[src/sv/aatf_pkg.sv]
// Package with the shared types and constants of the box transform core.
package aatf_pkg;

  localparam int unsigned COORD_W = 32;
  localparam int unsigned COEF_W  = 16;
  localparam int unsigned ROW_W   = 3 * COEF_W;
  localparam int unsigned PROD_W  = COEF_W + COORD_W;
  localparam int unsigned SUM_W   = PROD_W + 2;
  localparam int unsigned FRAC_SH = 12;
  localparam int unsigned RES_W   = SUM_W - FRAC_SH + 1;
  localparam int unsigned CFG_IDX_W = 3;

  typedef logic signed [COORD_W-1:0] q16_t;
  typedef logic [ROW_W-1:0]          row_t;
  typedef logic signed [PROD_W-1:0]  prod_t;
  typedef logic signed [SUM_W-1:0]   sum_t;
  typedef logic signed [RES_W-1:0]   res_t;

  typedef q16_t [2:0] coord_t;
  typedef row_t [2:0] rows_t;
  typedef sum_t [2:0] sums_t;

  // Both candidate products of one coefficient: against the lower and the upper bound.
  typedef struct packed {
    prod_t lo;
    prod_t hi;
  } pair_t;

  typedef pair_t [2:0][2:0] pair_grid_t;
  typedef prod_t [2:0][2:0] prod_grid_t;

  typedef struct packed {
    q16_t [2:0] mn;
    q16_t [2:0] mx;
    logic       sat;
  } box_res_t;

  typedef enum logic [CFG_IDX_W-1:0] {
    REG_ROW_X   = 3'd0,
    REG_ROW_Y   = 3'd1,
    REG_ROW_Z   = 3'd2,
    REG_SHIFT_X = 3'd3,
    REG_SHIFT_Y = 3'd4,
    REG_SHIFT_Z = 3'd5
  } cfg_reg_t;

  localparam row_t ROW_X_RESET = ROW_W'(48'h0000_0000_1000);
  localparam row_t ROW_Y_RESET = ROW_W'(48'h0000_1000_0000);
  localparam row_t ROW_Z_RESET = ROW_W'(48'h1000_0000_0000);

  localparam res_t Q16_MAX = res_t'(64'sd2147483647);
  localparam res_t Q16_MIN = res_t'(-64'sd2147483648);

endpackage

[src/sv/aatf_sat.sv]
// Output stage: scale back to Q16.16, add the translation, clamp and hold the result.
module aatf_sat (
  input  logic               clk,
  input  logic               rst_n,
  input  logic               up_valid,
  output logic               up_ready,
  input  aatf_pkg::sums_t    pmin,
  input  aatf_pkg::sums_t    pmax,
  input  aatf_pkg::coord_t   shift,
  output logic               dn_valid,
  input  logic               dn_ready,
  output aatf_pkg::box_res_t res
);
  import aatf_pkg::*;

  logic     valid_r;
  box_res_t res_r;
  box_res_t res_nxt;
  res_t     rmin [3];
  res_t     rmax [3];

  assign up_ready = !valid_r || dn_ready;
  assign dn_valid = valid_r;
  assign res      = res_r;

  // Scaling, translation and clamping are all monotonic, so they apply to the extremes directly.
  always_comb begin
    res_nxt.sat = 1'b0;
    for (int a = 0; a < 3; a++) begin
      rmin[a] = RES_W'(pmin[a] >>> FRAC_SH) + RES_W'($signed(shift[a]));
      rmax[a] = RES_W'(pmax[a] >>> FRAC_SH) + RES_W'($signed(shift[a]));
      if (rmin[a] < Q16_MIN) begin
        res_nxt.mn[a] = COORD_W'(Q16_MIN);
        res_nxt.sat   = 1'b1;
      end else if (rmin[a] > Q16_MAX) begin
        res_nxt.mn[a] = COORD_W'(Q16_MAX);
      end else begin
        res_nxt.mn[a] = COORD_W'(rmin[a]);
      end
      if (rmax[a] > Q16_MAX) begin
        res_nxt.mx[a] = COORD_W'(Q16_MAX);
        res_nxt.sat   = 1'b1;
      end else if (rmax[a] < Q16_MIN) begin
        res_nxt.mx[a] = COORD_W'(Q16_MIN);
      end else begin
        res_nxt.mx[a] = COORD_W'(rmax[a]);
      end
    end
  end

  always_ff @(posedge clk) begin
    if (!rst_n) begin
      valid_r <= 1'b0;
    end else if (up_ready) begin
      valid_r <= up_valid;
    end
  end

  always_ff @(posedge clk) begin
    if (up_ready && up_valid) begin
      res_r <= res_nxt;
    end
  end

endmodule
[config.mk]
export PLATFORM = sky130hd
export DESIGN_NAME = aatf_sat
export DESIGN_NICKNAME = d
export VERILOG_FILES = /design/src/sv/aatf_pkg.sv /design/src/sv/aatf_sat.sv
export SDC_FILE = /design/constraint.sdc
export NUM_CORES = 1
export LEC_CHECK = 0
export BUFFER_PORTS_ARGS = -buffer_cell sky130_fd_sc_hd__buf_4
export CAP_MARGIN = 15
export CORE_AREA = 2 2 234 236
export CTS_CLUSTER_SIZE = 30
export DETAILED_ROUTE_END_ITERATION = 10
export DIE_AREA = 0 0 236 238
export GPL_ROUTABILITY_DRIVEN = 0
export GPL_TIMING_DRIVEN = 0
export HOLD_SLACK_MARGIN = 0.08
export SYNTH_ARGS = -nofsm -noshare
export SYNTH_HDL_FRONTEND = slang
export SYNTH_SLANG_ARGS = --single-unit
[constraint.sdc]
create_clock -name clk -period 7.9 [get_ports clk]
set_input_delay 1.58 -clock clk [delete_from_list [all_inputs] [get_ports clk]]
set_output_delay 1.58 -clock clk [all_outputs]
set_load 0.02 [all_outputs]
After elaboration in Yosys (flattened, before gate mapping)
Cells that the tools add are included.
Word-level totals
  output and inout bits: 195
  logic and storage cells: 37
  register bits after elaboration: 194
Operators by class
  reductions and logical operators: 4
  add/sub/neg operators: 6
  mux-type cells: 7
  magnitude comparators: 12
Operators by type and width (number)
  $add A38 B32 Y39: 6
  $gt A39 B32 Y1 const B: 6
  $lt A39 B32 Y1 const B: 6
  $mux W32: 6
  $reduce_or A5 Y1: 1
  $logic_and A1 B1 Y1: 1
  $logic_not A1 Y1: 1
  $logic_or A1 B1 Y1: 1
  $mux W1: 1

Longest topological paths before layout
  depth after elaboration: 3
  mapped depth: 14
  gate-level depth less buffers: 13

Least setup slack after synthesis
No wires, ideal clock.
  kind: input to register
  start point: input dn_ready
  end point: register res_r, in the netlist res[0] (enable)
  path buffers: 0
  arrival: 6274 ps
  stages on the path: 2
  library setup time: 576 ps
  setup slack: 1050 ps
  path through: nand2b_1 > and2_1
Between the ends
  word-level cells in the longest chain between the ends: 2
Ends and longest elaborated chain
  start, declared: line aatf_sat.sv:11  | input logic dn_ready,
  $logic_or A1 B1 Y1: line aatf_sat.sv:22  | assign up_ready = !valid_r || dn_ready;
  $logic_and A1 B1 Y1: line aatf_sat.sv:60  | if (up_ready && up_valid) begin
  end signal, assigned: line aatf_sat.sv:61  | res_r <= res_nxt;
  end, declared: line aatf_sat.sv:17  | box_res_t res_r;
Every way passes these cells.
A chain may end at the register's enable or synchronous reset.

Worst setup path after layout
  start point: input pmax[62] (netlist bit)
  end point: register res_r, in the netlist res[36], data pin
Between the ends
  word-level cells in the longest chain between the ends: 3
  elaborated cells on any way between the ends: 4
  those cells by class: 1 x add/sub; 2 x order compare; 1 x mux
Ends and longest elaborated chain
  start, declared: line aatf_sat.sv:8  | input aatf_pkg::sums_t pmax,
  $add A38 B32 Y39 *: line aatf_sat.sv:31  | rmax[a] = RES_W'(pmax[a] >>> FRAC_SH) + RES_W'($signed(shift[a]));
  $lt A39 B32 Y1: line aatf_sat.sv:43  | end else if (rmax[a] < Q16_MIN) begin
  $mux W32: line aatf_sat.sv:43
Every way passes the cells marked *; elsewhere a longest branch is shown, timed or not.

==> Flow_metrics.wiki <==
{| class="wikitable"
! Metric !! Value
|-
| Remaining DRCs || 0
|-
| Commonest cells after routing, fill and taps aside || sky130_fd_sc_hd__buf_4 (528), sky130_fd_sc_hd__a21oi_1 (263), sky130_fd_sc_hd__ha_1 (228), sky130_fd_sc_hd__edfxtp_1 (193), sky130_fd_sc_hd__o21ai_0 (174)
|-
| Critical Path AT || about 6000 ps
|-
| P per Cell Area || 166.8 mW/mm²
|-
| Number of vias per cell || 5.658
|-
| Critical path type || primary input to flop
|-
| Antenna violations before repair || 2
|-
| Global routing usage on met3 || 5.727%
|-
| Hold WC Path Type || flop to flop
|-
| Detailed Place HPWL || roughly 60 mm
|-
| Required arrival time at the worst endpoint || 8140 ps
|-
| Unrepaired setup endpoints after global routing || no
|-
| Fraction of met2 tracks used by global routing || ~42%
|-
| Total number of H-tree levels || 4
|-
| TritonCTS clock tree || done
|-
| Total vias in the final route || 19,730
|-
| IO Port Bufs || between 500 and 600
|-
| Number of library cell types mapped by synthesis || 84
|-
| Clk buf depth || 2
|-
| Clock Skews || 11.59 ps
|-
| Drt first pass iters || 5
|-
| Total Routing Usage GR || 24.49%
|-
| Clock network latency to the later pin of the worst-skew pair || 510 ps
|-
| Setup Viol. Count Final || 0
|-
| Die ar. || roughly 0.056 mm²
|-
| Detail Route Antenna Nets || 0
|-
| Sequential cell area fraction in the yosys report || 29.47%
|-
| Root buffer cell || sky130_fd_sc_hd__clkbuf_16
|-
| Hold violation total from the final report || 0
|-
| Violation count after the first detailed-route iteration || around 1,200
|-
| Core occupancy in the finished layout || 47.17%
|-
| Run status || completed
|-
| PnR Total Power || 4.208 mW
|-
| TritonCTS buffer count || 17
|-
| Worst-path fanout max || 10
|-
| Max-cap viol count || 0
|-
| Commonest non-fill, non-tap cell in the layout || sky130_fd_sc_hd__buf_4
|-
| Total of flip-flops plus latches after synthesis || a little under 200
|-
| Sum of negative setup slack || 0 ps
|-
| Core region area || 0.05350 mm²
|-
| Final global-route overflow total || 0
|-
| Warning count from the yosys run || 0
|-
| Total Wirelength || just over 70 mm
|-
| Asr flop ratio synth || 0%
|-
| Number of enable flip-flop cells after synthesis || 193
|-
| Final Max Tran Viols || 0
|-
| Fraction of layout instances using a drive strength above 1 || 22.16%
|-
| Die Span X || 236 µm
|-
| WL/cell || 20.29 µm
|-
| Syn avg cell area || 8.841 µm²
|-
| Static Leakage || 10.90 nW
|-
| Resized Gates After CTS || 0
|-
| Synthesized Nets || ~2,900
|-
| CP endpoint kind || flop
|-
| Number of global-route vias before repair || 19,430
|-
| Post-Synthesis Cells || 2,232
|-
| Setup fix buffers added after clock tree synthesis || 0
|-
| Worst slew slack as a fraction of its limit || 35.33%
|-
| I/O Pins || 595
|-
| Fin nets || between 3,000 and 4,000
|-
| Worst-Margin Slew || about 960 ps
|-
| Post-synthesis instance area || 0.01973 mm²
|-
| Maximum frequency from static timing analysis || between 150 and 200 MHz
|-
| Dominant synthesized flop cell || sky130_fd_sc_hd__edfxtp_1
|-
| Initial cell density of the core || 36.89%
|-
| TritonCTS sink count || 194
|-
| Reg2reg setup slack || 5940 ps
|-
| Number of hold buffers added after CTS || 0
|-
| Peak-usage layer in the global routing report || met2
|-
| Area grow syn2layout || 27.88%
|-
| Maximum number of pins on one net before global-route repair || 63
|-
| Worst setup SP type || primary input
|-
| Post-route fraction of the period consumed by the critical path || between 70 and 80%
|-
| Die height || ~240 µm
|-
| Met1 track utilization from global routing || 29.12%
|-
| Maximum ir drop on the vdd rail || 154.2 µV
|-
| Global-route wire length before repair || 107.3 mm
|-
| Cell Rows || 85
|-
| Reg clk slew, reported paths || 80 ps
|-
| Final period demand of the worst path || 5723 ps
|}
power by group:
group          total [mW]  internal [mW]  switching (mW)
Sequential           1.34           1.30          0.0393
Clock               0.962          0.483           0.479
Combinational        1.91          0.788            1.12
Total                4.21           2.57            1.64
layer usage:
| metal | part of all wire (%) | vias up |
|---|---|---|
| met5 | 0 | - |
| met4 | 3.8 | 0 |
| met3 | 7.0 | 109 |
| met2 | 48 | 704 |
| met1 | 41 | 9305 |
| li1 | - | 9611 |
path summary, 6_finish.rpt:
check	startpoint	endpoint	depth (start not counted)
max	pmax[62]	res[36]	15
min reg2reg	dn_valid	dn_valid	2
min	dn_valid	dn_valid	2
max reg2reg	dn_valid	res[13]	4
logic make-up after synthesis:
kind of cell | after synthesis | synth area share (%)
compound gates | 904 | 29.58
buf+inv | 153 | 3.316
flops | 194 | 29.47
simple gates | 548 | 13.70
mux | 4 | 0.2092
fa+ha+maj | 234 | 15.07
xor+xnor | 195 | 8.655
flip-flops by register name, summed over array words and instances (netlist names):
register / cells
res: 193
dn_valid: 1
stage by stage:
stage	instance area, µm²	hold slack, ps	setup slack [ps]	std cells
finish	25230	607.4	2177	3487
global route	25230	674.9	1774	3487
CTS	25230	631.7	2131	3485
detailed placement	24610	621.0	1568	3453
global placement	24520	608.4	-1223	3450
floorplan	19730	749.6	1050	2232
cell type report:
cell class	count	area (µm²)
well taps	696	870.8
repair buffers	525	4001
inverters	65	244.0
clock inverters	15	196.4
diodes	2	5.005
multi-input cells	1885	13270
plain buffers	88	410.4
flip-flops and latches	194	5816
fillers	5226	28260
clock buffers	17	425.4
worst max-delay path, cell delays in order:
cell and delay, ps:
sky130_fd_sc_hd__buf_4 110, sky130_fd_sc_hd__ha_1 230, sky130_fd_sc_hd__fa_1 410, sky130_fd_sc_hd__a21o_1 180, sky130_fd_sc_hd__a21oi_1 210, sky130_fd_sc_hd__o21bai_1 110
sky130_fd_sc_hd__a41o_1 320, sky130_fd_sc_hd__a31oi_1 380, sky130_fd_sc_hd__a211o_1 230, sky130_fd_sc_hd__o21ai_1 130, sky130_fd_sc_hd__o311ai_0 530, sky130_fd_sc_hd__nand4_1 180
sky130_fd_sc_hd__o41ai_2 790, sky130_fd_sc_hd__clkbuf_2 410, sky130_fd_sc_hd__o21ai_0 150
cells in the mapped netlist, types with 50 or more instances:
cell	number	area share [%]
sky130_fd_sc_hd__o21a_1	50	1.9
sky130_fd_sc_hd__a21oi_1	263	6.7
sky130_fd_sc_hd__nand2_1	163	3.1
sky130_fd_sc_hd__inv_1	65	1.2
sky130_fd_sc_hd__xnor2_1	111	4.9
sky130_fd_sc_hd__nor2_1	107	2.0
sky130_fd_sc_hd__xor2_1	84	3.7
sky130_fd_sc_hd__ha_1	228	14
sky130_fd_sc_hd__edfxtp_1	193	29
sky130_fd_sc_hd__clkbuf_1	59	1.1
sky130_fd_sc_hd__o21ai_0	174	4.4
sky130_fd_sc_hd__a21o_1	147	5.6
sky130_fd_sc_hd__nand3_1	59	1.5
Note: power is estimated with default switching activity, not from simulation.
